### config.mk
export PLATFORM = sky130hd
export DESIGN_NAME = server_list_tlv_parser_unit
export DESIGN_NICKNAME = d
export VERILOG_FILES = /design/src/sv/sltp_pkg.sv /design/src/sv/sltp_front.sv /design/src/sv/sltp_fifo.sv /design/src/sv/sltp_back.sv /design/src/sv/server_list_tlv_parser_unit.sv
export SDC_FILE = /design/constraint.sdc
export NUM_CORES = 1
export LEC_CHECK = 0
export ABC_AREA = 1
export ABC_CLOCK_PERIOD_IN_PS = 5300
export CORE_ASPECT_RATIO = 1.1
export CORE_MARGIN = 2
export CORE_UTILIZATION = 40
export CTS_CLUSTER_SIZE = 30
export DETAILED_ROUTE_END_ITERATION = 7
export DONT_BUFFER_PORTS = 1
export PLACE_DENSITY = 0.5
export SLEW_MARGIN = 10
export SYNTH_ARGS = -nofsm -noshare
export SYNTH_HDL_FRONTEND = slang
export SYNTH_SLANG_ARGS = --single-unit
### constraint.sdc
create_clock -name clk_i -period 5.3 [get_ports clk_i]
set_input_delay 0.265 -clock clk_i [delete_from_list [all_inputs] [get_ports clk_i]]
set_output_delay 0.265 -clock clk_i [all_outputs]
set_load 0.005 [all_outputs]
### src/sv/sltp_pkg.sv
package sltp_pkg;

  localparam int unsigned QDEPTH = 4;
  localparam int unsigned QPTR_W = $clog2(QDEPTH);
  localparam int unsigned QCNT_W = $clog2(QDEPTH + 1);

  localparam logic [7:0] MAGIC_A  = 8'hE0;
  localparam logic [7:0] MAGIC_B  = 8'h0E;
  localparam logic [7:0] TYPE_STR = 8'h02;
  localparam logic [7:0] TYPE_U32 = 8'h03;
  localparam logic [7:0] TYPE_U16 = 8'h08;
  localparam logic [7:0] TYPE_U8  = 8'h09;

  typedef enum logic [3:0] {
    PH_MAGIC   = 4'd0,
    PH_COUNT   = 4'd1,
    PH_IP      = 4'd2,
    PH_PORT    = 4'd3,
    PH_TAGCNT  = 4'd4,
    PH_TYPE    = 4'd5,
    PH_NAMELEN = 4'd6,
    PH_NAME    = 4'd7,
    PH_STRLEN  = 4'd8,
    PH_STR     = 4'd9,
    PH_U32     = 4'd10,
    PH_U16     = 4'd11,
    PH_U8      = 4'd12,
    PH_ERROR   = 4'd13,
    PH_DONE    = 4'd14
  } phase_e;

  typedef enum logic [3:0] {
    KIND_HDR_OK   = 4'd0,
    KIND_SRV_CNT  = 4'd1,
    KIND_IP       = 4'd2,
    KIND_PORT     = 4'd3,
    KIND_TAG_CNT  = 4'd4,
    KIND_TAG_TYPE = 4'd5,
    KIND_NAME_LEN = 4'd6,
    KIND_NAME_B   = 4'd7,
    KIND_STR_LEN  = 4'd8,
    KIND_STR_B    = 4'd9,
    KIND_U32      = 4'd10,
    KIND_U16      = 4'd11,
    KIND_U8       = 4'd12,
    KIND_BAD_MAG  = 4'd13,
    KIND_BAD_TYPE = 4'd14
  } kind_e;

  // classified input beat
  typedef struct packed {
    logic [7:0] data;
    logic       file_start;
    logic       magic_ok;
    logic       type_ok;
    phase_e     type_phase;
  } item_t;

endpackage

### src/sv/sltp_front.sv
module sltp_front (
  input  logic                s_tvalid_i,
  input  logic [7:0]          s_data_i,
  input  logic                s_file_start_i,
  output logic                s_tready_o,
  input  logic                q_full_i,
  output logic                q_push_o,
  output sltp_pkg::item_t     q_item_o
);

  sltp_pkg::phase_e type_phase;
  logic             type_ok;

  always_comb begin
    type_ok    = 1'b1;
    type_phase = sltp_pkg::PH_U8;
    case (s_data_i)
      sltp_pkg::TYPE_STR: type_phase = sltp_pkg::PH_STRLEN;
      sltp_pkg::TYPE_U32: type_phase = sltp_pkg::PH_U32;
      sltp_pkg::TYPE_U16: type_phase = sltp_pkg::PH_U16;
      sltp_pkg::TYPE_U8:  type_phase = sltp_pkg::PH_U8;
      default:            type_ok    = 1'b0;
    endcase
  end

  assign s_tready_o = !q_full_i;
  assign q_push_o   = s_tvalid_i && !q_full_i;

  assign q_item_o.data       = s_data_i;
  assign q_item_o.file_start = s_file_start_i;
  assign q_item_o.magic_ok   = (s_data_i == sltp_pkg::MAGIC_A) ||
                               (s_data_i == sltp_pkg::MAGIC_B);
  assign q_item_o.type_ok    = type_ok;
  assign q_item_o.type_phase = type_phase;

endmodule

### src/sv/sltp_fifo.sv
module sltp_fifo (
  input  logic            clk_i,
  input  logic            rst_ni,
  input  logic            push_i,
  input  sltp_pkg::item_t item_i,
  output logic            full_o,
  input  logic            pop_i,
  output logic            valid_o,
  output sltp_pkg::item_t item_o
);

  sltp_pkg::item_t                  mem_q [sltp_pkg::QDEPTH];
  logic [sltp_pkg::QPTR_W-1:0]      wr_ptr_q, wr_ptr_d;
  logic [sltp_pkg::QPTR_W-1:0]      rd_ptr_q, rd_ptr_d;
  logic [sltp_pkg::QCNT_W-1:0]      cnt_q, cnt_d;
  logic                             do_pop;

  assign full_o  = (cnt_q == sltp_pkg::QCNT_W'(sltp_pkg::QDEPTH));
  assign valid_o = (cnt_q != '0);
  assign item_o  = mem_q[rd_ptr_q];
  assign do_pop  = pop_i && valid_o;

  always_comb begin
    wr_ptr_d = push_i ? wr_ptr_q + 1'b1 : wr_ptr_q;
    rd_ptr_d = do_pop ? rd_ptr_q + 1'b1 : rd_ptr_q;
    cnt_d    = cnt_q;
    if (push_i && !do_pop) begin
      cnt_d = cnt_q + 1'b1;
    end else if (!push_i && do_pop) begin
      cnt_d = cnt_q - 1'b1;
    end
  end

  always_ff @(posedge clk_i or negedge rst_ni) begin
    if (!rst_ni) begin
      wr_ptr_q <= '0;
      rd_ptr_q <= '0;
      cnt_q    <= '0;
    end else begin
      wr_ptr_q <= wr_ptr_d;
      rd_ptr_q <= rd_ptr_d;
      cnt_q    <= cnt_d;
    end
  end

  always_ff @(posedge clk_i) begin
    if (push_i) begin
      mem_q[wr_ptr_q] <= item_i;
    end
  end

endmodule

### src/sv/sltp_back.sv
module sltp_back (
  input  logic                  clk_i,
  input  logic                  rst_ni,
  input  logic                  q_valid_i,
  input  sltp_pkg::item_t       q_item_i,
  output logic                  q_pop_o,
  output logic                  m_tvalid_o,
  input  logic                  m_tready_i,
  output sltp_pkg::kind_e       kind_o,
  output logic [31:0]           value_o,
  output logic [31:0]           server_num_o,
  output logic [31:0]           tag_num_o,
  output logic                  str_last_o,
  output logic                  file_done_o
);

  sltp_pkg::phase_e phase_q, phase_d, cur_phase;
  sltp_pkg::phase_e vphase_q, vphase_d, cur_vphase;
  logic [1:0]       pos_q, pos_d, cur_pos;
  logic [31:0]      word_q, word_d, cur_word;
  logic [31:0]      srv_left_q, srv_left_d, cur_srv_left;
  logic [31:0]      tag_left_q, tag_left_d, cur_tag_left;
  logic [15:0]      byte_left_q, byte_left_d, cur_byte_left;
  logic [31:0]      srv_idx_q, srv_idx_d, cur_srv_idx;
  logic [31:0]      tag_idx_q, tag_idx_d, cur_tag_idx;

  logic             out_valid_q, out_valid_d;
  sltp_pkg::kind_e  kind_q, kind_r;
  logic [31:0]      value_q, value_r;
  logic [31:0]      sn_q, tn_q;
  logic             last_q, last_r;
  logic             done_q, done_r;
  logic             has_res;

  logic             fs;
  logic [7:0]       b;
  logic [31:0]      acc;
  logic             full4, full2;
  logic [31:0]      tag_left_m1, srv_left_m1;
  logic [15:0]      byte_left_m1;
  logic             end_tag, end_srv;

  assign q_pop_o = q_valid_i && (!out_valid_q || m_tready_i);
  assign fs      = q_item_i.file_start;
  assign b       = q_item_i.data;

  // a file start clears the parse before this byte is looked at
  assign cur_phase     = fs ? sltp_pkg::PH_MAGIC : phase_q;
  assign cur_vphase    = fs ? sltp_pkg::PH_U8    : vphase_q;
  assign cur_pos       = fs ? 2'd0  : pos_q;
  assign cur_word      = fs ? 32'd0 : word_q;
  assign cur_srv_left  = fs ? 32'd0 : srv_left_q;
  assign cur_tag_left  = fs ? 32'd0 : tag_left_q;
  assign cur_byte_left = fs ? 16'd0 : byte_left_q;
  assign cur_srv_idx   = fs ? 32'd0 : srv_idx_q;
  assign cur_tag_idx   = fs ? 32'd0 : tag_idx_q;

  assign acc          = cur_word | ({24'd0, b} << {cur_pos, 3'b000});
  assign full4        = (cur_pos == 2'd3);
  assign full2        = (cur_pos != 2'd0);
  assign tag_left_m1  = cur_tag_left - 32'd1;
  assign srv_left_m1  = cur_srv_left - 32'd1;
  assign byte_left_m1 = cur_byte_left - 16'd1;

  always_comb begin
    phase_d     = phase_q;
    vphase_d    = vphase_q;
    pos_d       = pos_q;
    word_d      = word_q;
    srv_left_d  = srv_left_q;
    tag_left_d  = tag_left_q;
    byte_left_d = byte_left_q;
    srv_idx_d   = srv_idx_q;
    tag_idx_d   = tag_idx_q;
    has_res     = 1'b0;
    kind_r      = sltp_pkg::KIND_HDR_OK;
    value_r     = {24'd0, b};
    last_r      = 1'b0;
    done_r      = 1'b0;
    end_tag     = 1'b0;
    end_srv     = 1'b0;

    if (q_pop_o) begin
      phase_d     = cur_phase;
      vphase_d    = cur_vphase;
      pos_d       = cur_pos;
      word_d      = cur_word;
      srv_left_d  = cur_srv_left;
      tag_left_d  = cur_tag_left;
      byte_left_d = cur_byte_left;
      srv_idx_d   = cur_srv_idx;
      tag_idx_d   = cur_tag_idx;

      case (cur_phase)
        sltp_pkg::PH_MAGIC: begin
          has_res = 1'b1;
          if (q_item_i.magic_ok) begin
            kind_r  = sltp_pkg::KIND_HDR_OK;
            phase_d = sltp_pkg::PH_COUNT;
            pos_d   = 2'd0;
            word_d  = 32'd0;
          end else begin
            kind_r  = sltp_pkg::KIND_BAD_MAG;
            phase_d = sltp_pkg::PH_ERROR;
          end
        end
        sltp_pkg::PH_COUNT, sltp_pkg::PH_IP, sltp_pkg::PH_TAGCNT,
        sltp_pkg::PH_U32: begin
          if (full4) begin
            has_res = 1'b1;
            value_r = acc;
            pos_d   = 2'd0;
            word_d  = 32'd0;
            case (cur_phase)
              sltp_pkg::PH_COUNT: begin
                kind_r     = sltp_pkg::KIND_SRV_CNT;
                srv_left_d = acc;
                if (acc == 32'd0) begin
                  phase_d = sltp_pkg::PH_DONE;
                  done_r  = 1'b1;
                end else begin
                  phase_d = sltp_pkg::PH_IP;
                end
              end
              sltp_pkg::PH_IP: begin
                kind_r  = sltp_pkg::KIND_IP;
                phase_d = sltp_pkg::PH_PORT;
              end
              sltp_pkg::PH_TAGCNT: begin
                kind_r     = sltp_pkg::KIND_TAG_CNT;
                tag_left_d = acc;
                tag_idx_d  = 32'd0;
                if (acc == 32'd0) begin
                  end_srv = 1'b1;
                end else begin
                  phase_d = sltp_pkg::PH_TYPE;
                end
              end
              default: begin
                kind_r  = sltp_pkg::KIND_U32;
                end_tag = 1'b1;
              end
            endcase
          end else begin
            word_d = acc;
            pos_d  = cur_pos + 2'd1;
          end
        end
        sltp_pkg::PH_PORT, sltp_pkg::PH_NAMELEN, sltp_pkg::PH_STRLEN,
        sltp_pkg::PH_U16: begin
          if (full2) begin
            has_res = 1'b1;
            value_r = acc;
            pos_d   = 2'd0;
            word_d  = 32'd0;
            case (cur_phase)
              sltp_pkg::PH_PORT: begin
                kind_r  = sltp_pkg::KIND_PORT;
                phase_d = sltp_pkg::PH_TAGCNT;
              end
              sltp_pkg::PH_NAMELEN: begin
                kind_r = sltp_pkg::KIND_NAME_LEN;
                if (acc == 32'd0) begin
                  phase_d = cur_vphase;
                end else begin
                  byte_left_d = acc[15:0];
                  phase_d     = sltp_pkg::PH_NAME;
                end
              end
              sltp_pkg::PH_STRLEN: begin
                kind_r = sltp_pkg::KIND_STR_LEN;
                if (acc == 32'd0) begin
                  end_tag = 1'b1;
                end else begin
                  byte_left_d = acc[15:0];
                  phase_d     = sltp_pkg::PH_STR;
                end
              end
              default: begin
                kind_r  = sltp_pkg::KIND_U16;
                end_tag = 1'b1;
              end
            endcase
          end else begin
            word_d = acc;
            pos_d  = cur_pos + 2'd1;
          end
        end
        sltp_pkg::PH_TYPE: begin
          has_res = 1'b1;
          if (q_item_i.type_ok) begin
            kind_r   = sltp_pkg::KIND_TAG_TYPE;
            vphase_d = q_item_i.type_phase;
            phase_d  = sltp_pkg::PH_NAMELEN;
          end else begin
            kind_r  = sltp_pkg::KIND_BAD_TYPE;
            phase_d = sltp_pkg::PH_ERROR;
          end
        end
        sltp_pkg::PH_NAME: begin
          has_res     = 1'b1;
          kind_r      = sltp_pkg::KIND_NAME_B;
          byte_left_d = byte_left_m1;
          if (byte_left_m1 == 16'd0) begin
            last_r  = 1'b1;
            phase_d = cur_vphase;
          end
        end
        sltp_pkg::PH_STR: begin
          has_res     = 1'b1;
          kind_r      = sltp_pkg::KIND_STR_B;
          byte_left_d = byte_left_m1;
          if (byte_left_m1 == 16'd0) begin
            last_r  = 1'b1;
            end_tag = 1'b1;
          end
        end
        sltp_pkg::PH_U8: begin
          has_res = 1'b1;
          kind_r  = sltp_pkg::KIND_U8;
          end_tag = 1'b1;
        end
        default: begin
          has_res = 1'b0;
        end
      endcase

      if (end_tag) begin
        tag_left_d = tag_left_m1;
        tag_idx_d  = cur_tag_idx + 32'd1;
        if (tag_left_m1 == 32'd0) begin
          end_srv = 1'b1;
        end else begin
          phase_d = sltp_pkg::PH_TYPE;
        end
      end
      if (end_srv) begin
        srv_left_d = srv_left_m1;
        srv_idx_d  = cur_srv_idx + 32'd1;
        tag_idx_d  = 32'd0;
        if (srv_left_m1 == 32'd0) begin
          phase_d = sltp_pkg::PH_DONE;
          done_r  = 1'b1;
        end else begin
          phase_d = sltp_pkg::PH_IP;
        end
      end
    end

    out_valid_d = out_valid_q;
    if (q_pop_o && has_res) begin
      out_valid_d = 1'b1;
    end else if (m_tready_i) begin
      out_valid_d = 1'b0;
    end
  end

  always_ff @(posedge clk_i or negedge rst_ni) begin
    if (!rst_ni) begin
      phase_q     <= sltp_pkg::PH_MAGIC;
      vphase_q    <= sltp_pkg::PH_U8;
      pos_q       <= 2'd0;
      word_q      <= 32'd0;
      srv_left_q  <= 32'd0;
      tag_left_q  <= 32'd0;
      byte_left_q <= 16'd0;
      srv_idx_q   <= 32'd0;
      tag_idx_q   <= 32'd0;
      out_valid_q <= 1'b0;
    end else begin
      phase_q     <= phase_d;
      vphase_q    <= vphase_d;
      pos_q       <= pos_d;
      word_q      <= word_d;
      srv_left_q  <= srv_left_d;
      tag_left_q  <= tag_left_d;
      byte_left_q <= byte_left_d;
      srv_idx_q   <= srv_idx_d;
      tag_idx_q   <= tag_idx_d;
      out_valid_q <= out_valid_d;
    end
  end

  always_ff @(posedge clk_i) begin
    if (q_pop_o && has_res) begin
      kind_q  <= kind_r;
      value_q <= value_r;
      sn_q    <= cur_srv_idx;
      tn_q    <= cur_tag_idx;
      last_q  <= last_r;
      done_q  <= done_r;
    end
  end

  assign m_tvalid_o   = out_valid_q;
  assign kind_o       = kind_q;
  assign value_o      = value_q;
  assign server_num_o = sn_q;
  assign tag_num_o    = tn_q;
  assign str_last_o   = last_q;
  assign file_done_o  = done_q;

endmodule

### src/sv/server_list_tlv_parser_unit.sv
// An accepted byte is written into the queue, then popped and parsed; any result it gives is registered at the output.
// Throughput: one byte per cycle while the output is not stalled, set by the parse update in the back end.
// The input side stalls only when the 4-entry queue is full; the queue keeps
// taking bytes while a result waits on the output, until it fills.
// Reset (rst_ni low, asynchronous): queue emptied, parser expects a magic byte,
// all counters cleared, no result pending.
module server_list_tlv_parser_unit (
  input  logic          clk_i,
  input  logic          rst_ni,
  input  logic          s_axis_tvalid,
  output logic          s_axis_tready,
  input  logic [7:0]    s_axis_tdata,   // [7:0] data_byte
  input  logic          s_axis_tuser,   // [0] file_start
  output logic          m_axis_tvalid,
  input  logic          m_axis_tready,
  // [31:0] field_value, [63:32] server_number, [95:64] tag_number,
  // [96] file_done, [103:97] zero
  output logic [103:0]  m_axis_tdata,
  output logic [3:0]    m_axis_tuser,   // [3:0] field_kind
  output logic          m_axis_tlast    // string_last
);

  sltp_pkg::item_t  push_item, pop_item;
  sltp_pkg::kind_e  kind;
  logic             q_full, q_push, q_valid, q_pop;
  logic [31:0]      value, server_num, tag_num;
  logic             file_done;

  sltp_front u_front (
    .s_tvalid_i     (s_axis_tvalid),
    .s_data_i       (s_axis_tdata),
    .s_file_start_i (s_axis_tuser),
    .s_tready_o     (s_axis_tready),
    .q_full_i       (q_full),
    .q_push_o       (q_push),
    .q_item_o       (push_item)
  );

  sltp_fifo u_fifo (
    .clk_i   (clk_i),
    .rst_ni  (rst_ni),
    .push_i  (q_push),
    .item_i  (push_item),
    .full_o  (q_full),
    .pop_i   (q_pop),
    .valid_o (q_valid),
    .item_o  (pop_item)
  );

  sltp_back u_back (
    .clk_i        (clk_i),
    .rst_ni       (rst_ni),
    .q_valid_i    (q_valid),
    .q_item_i     (pop_item),
    .q_pop_o      (q_pop),
    .m_tvalid_o   (m_axis_tvalid),
    .m_tready_i   (m_axis_tready),
    .kind_o       (kind),
    .value_o      (value),
    .server_num_o (server_num),
    .tag_num_o    (tag_num),
    .str_last_o   (m_axis_tlast),
    .file_done_o  (file_done)
  );

  assign m_axis_tdata = {7'd0, file_done, tag_num, server_num, value};
  assign m_axis_tuser = kind;

endmodule

==> results.toml <==
[worst_setup_path]
worstPathCellList = "inv_4, nand3_2, nand2_4, buf_4, nand2_1, nand2_1, inv_1, nand2_1, nand2_1, nor2_1, nand2_1, inv_2, nor2_1, nand2_1, nand2_1, clkinv_2, nand3_4, nand2_4, buf_4, nand3_2, inv_1, nand2_1, nand3_1"
critPathTopFamily = "simple AND/OR/NAND/NOR gates"
max_stage_delay_ns = 0.54
crit_required_ns = 5.81
timing.critical_path.fanout_max = 34
critPathMostFrequentCell = "sky130_fd_sc_hd__nand2_1"
wp_buf_inv = 7
cp.arrival_ns = 5.40
crit_path_top_delay_cell = "sky130_fd_sc_hd__dfrtp_1"
worstSetupStartpointType = "flip-flop"
worstSetupPathType = "flip-flop to flip-flop"
timing.critical_path.to_type = "flip-flop"

[sta]
fin_worst_skew_ns = 0.0291
tightestPinTransition_ns = 1.14
unrepaired_setup_endpoints_after_global_routing = "no"
worst_slew_margin_rel = 0.240
post-route-period-util = 0.922
finalHoldViolCount = 0
maxSlewViolCount = 0
achievable-frequency_mhz = 205
finalSetupTns_ns = 0
setup_violations = 0
finalWorstPathRequiredPeriod_ns = 4.89

[routing]
vias_per_cell = 5.38
detail_route.wl_per_cell_um = 19.5
detail_route.drc_violations = 0
wl_um = 76200
tritonroute_pass_1_iters = 6
drt_first_iter_violations = 1853
drt.antenna.violating_nets = 0
vias = 21000

[layout]
seqCellArea_mm2 = 0.00960
final_net_count = 3148
multi_input_area_mm2 = 0.0108
area.growth.synth_to_final_pct = 8.76
fillerInstances = 5794
drive_gt1_frac = 0.0869
finalNonFillerCells = 3900
final_cell_area_mm2 = 0.0249

[floorplan]
die_y_um = 255
io_pins = 124
rows = 91
core_region_area_mm2 = 0.0564
die_area_mm2 = 0.0592
floorplan.initialDensity = 0.406
die_x_um = 232

[cts]
clock_path_buffers = 3
clock_latency_ns = 0.60
cts_tree = "yes"
h-tree-depth = 2
cts_inserted_buffers = 42
clock_sinks = 352
clock_root_buffer = "sky130_fd_sc_hd__clkbuf_16"
clk_pin_slew_worst_paths_ns = 0.06

[logic_synthesis]
synth_cell_types = 65
synthDominantCellAreaShare = 0.210
syn_area_per_cell_um2 = 7.27
post_synthesis_instance_total = 3151
synth_seq_cells = 352
synth_seq_area_share = 0.419
asyncSetResetFlopFracSynth = 0.551
yosys-top-cells-area = "sky130_fd_sc_hd__dfrtp_1 (21%), sky130_fd_sc_hd__edfxtp_1 (21%), sky130_fd_sc_hd__nand2_1 (14%)"
synth_enable_flop_cells = 158
post-synth-top-area-cell = "sky130_fd_sc_hd__dfrtp_1"
postSynth.topFlopCell = "sky130_fd_sc_hd__dfrtp_1"
netlist_area_mm2 = 0.0229
yosys_warnings = 0

[outcome]
run_status = "completed"

[pwr]
peakVddDrop_uv = 321
power_density_mw_per_mm2 = 640
report.power.total_mw = 15.9
p_leak_nw = 11.4

[grt]
grt_pass1_wl_um = 118000
first_global_vias = 20400
grt-ovfl-total = 0
grt_usage = 0.257
antenna_found_initial = 3
pin_count_of_the_biggest_net_entering_global_routing = 195

[min_path]
worst_hold_path_type = "input pin to flip-flop"

[placement]
dp.cells = 3807
dpl.hpwl_um = 53400
port_buffers = 0
dpl-instance-area_mm2 = 0.0233
routabilityCongestion = 0.929

[run]
cap_viol_max_count = 0
[final cells by class]
type,count,area share
antenna,2,0.000201
clock buffer,49,0.0445
clock inverter,29,0.0135
inverter,414,0.0630
multi-input combinational,2248,0.433
sequential,352,0.386
tap,744,0.0374
timing repair buffer,62,0.0232
[synthesized netlist by cell type, drive strengths merged, types with 2 or more instances]
| cell type | count |
|---|---|
| a31oi | 3 |
| nand2 | 876 |
| inv | 409 |
| nor2 | 509 |
| clkbuf | 72 |
| a32oi | 5 |
| buf | 71 |
| o31ai | 4 |
| dfstp | 2 |
| nand3 | 229 |
| a221oi | 6 |
| o211ai | 35 |
| clkinv | 5 |
| o21a | 2 |
| o21bai | 3 |
| edfxtp | 158 |
| o21ai | 233 |
| nand3b | 8 |
| a22oi | 22 |
| or2 | 11 |
| ha | 14 |
| o22ai | 29 |
| xnor2 | 16 |
| a21oi | 79 |
| nor4 | 13 |
| nand4 | 68 |
| nor3 | 30 |
| xor2 | 36 |
| dfrtp | 192 |
[stage by stage]
stage	hold WS, ns	setup slack [ns]	util
6_report	0.0442	0.414	0.442
3_3_place_gp	-0.0144	0.414	0.413
3_5_place_dp	-0.0133	0.289	0.413
2_1_floorplan	-0.0306	0.803	-
5_1_grt	0.0253	0.0789	0.442
4_1_cts	0.00233	0.275	0.442
[layer usage]
metal | global-route usage | wire [um]
met2 | 0.428 | 35800
met3 | 0.0401 | 4150
met1 | 0.337 | 33400
met4 | 0.0998 | 2910
met5 | 0 | 13
[logic make-up (layout without fill, tap and decap cells)]
group	after synthesis	in the layout	synth area share
adder cells (fa/ha/maj)	15	15	0.00853
flip-flops	352	352	0.419
XOR/XNOR	52	52	0.0199
buffers and inverters	557	554	0.112
AND/OR/NAND/NOR	1748	1748	0.334
other	1	9	0.000164
multiplexers	1	1	0.000437
AO/OA/AOI/OAI	425	425	0.106
[flip-flops by register name (all words and copies together), names as in the netlist]
name and count:
u_back.srv_left_q 32, u_back.value_o 32, u_back.pos_q 2, u_back.vphase_q 4, u_fifo.rd_ptr_q 2, u_back.tag_num_o 32
u_back.word_q 32, u_back.file_done_o 1, u_back.m_tvalid_o 1, u_back.kind_o 4, u_fifo.cnt_q 3, u_back.str_last_o 1
u_fifo.wr_ptr_q 2, u_back.srv_idx_q 32, u_back.server_num_o 32, u_back.tag_left_q 32, u_back.byte_left_q 16, u_back.tag_idx_q 32
u_back.phase_q 4, u_fifo.mem_q 56
[power by group]
| group | switching, mW | internal [mW] |
|---|---|---|
| clock | 1.27 | 1.77 |
| combinational | 6.33 | 2.13 |
| sequential | 0.481 | 3.96 |
| total | 8.08 | 7.85 |
[what timing repair did]
action	CTS	global route
endpoints found under the setup margin	0	51
hold buffers	13	0
hold endpoints to repair	244	0
setup buffers	0	0
resized for setup	0	4
[layout by cell type (no fill, tap or decap), drive strengths merged, types with 2 or more instances in the layout]
cell / instances
clkbuf: 49
xnor2: 16
nand3b: 8
a21oi: 79
nand3: 229
clkinv: 21
o31ai: 4
o21bai: 3
dlygate4sd3: 12
buf: 50
clkinvlp: 4
nor4: 13
bufinv: 5
a32oi: 5
o211ai: 35
conb: 7
nand4: 68
diode: 2
edfxtp: 158
dfstp: 2
inv: 413
or2: 11
nand2: 876
nor3: 30
a221oi: 6
xor2: 36
nor2: 509
a31oi: 3
dfrtp: 192
o22ai: 29
o21ai: 233
o21a: 2
a22oi: 22
ha: 14
[final timing paths]
check / start / to / slack (ns) / cells after the start
max: u_fifo.rd_ptr_q[1] / u_back.phase_q[2] / 0.41 / 23
min: s_axis_tdata[0] / u_fifo.mem_q[1][4] / 0.04 / 2
max reg2reg: u_fifo.rd_ptr_q[1] / u_back.phase_q[2] / 0.41 / 23
min reg2reg: u_back.srv_left_q[29] / u_back.srv_left_q[29] / 0.48 / 2
max in group asynchronous: rst_ni / u_fifo.rd_ptr_q[0] / 3.95 / 2
min in group asynchronous: rst_ni / u_back.tag_left_q[17] / 0.39 / 2
Power figures use the tool's default switching activity.
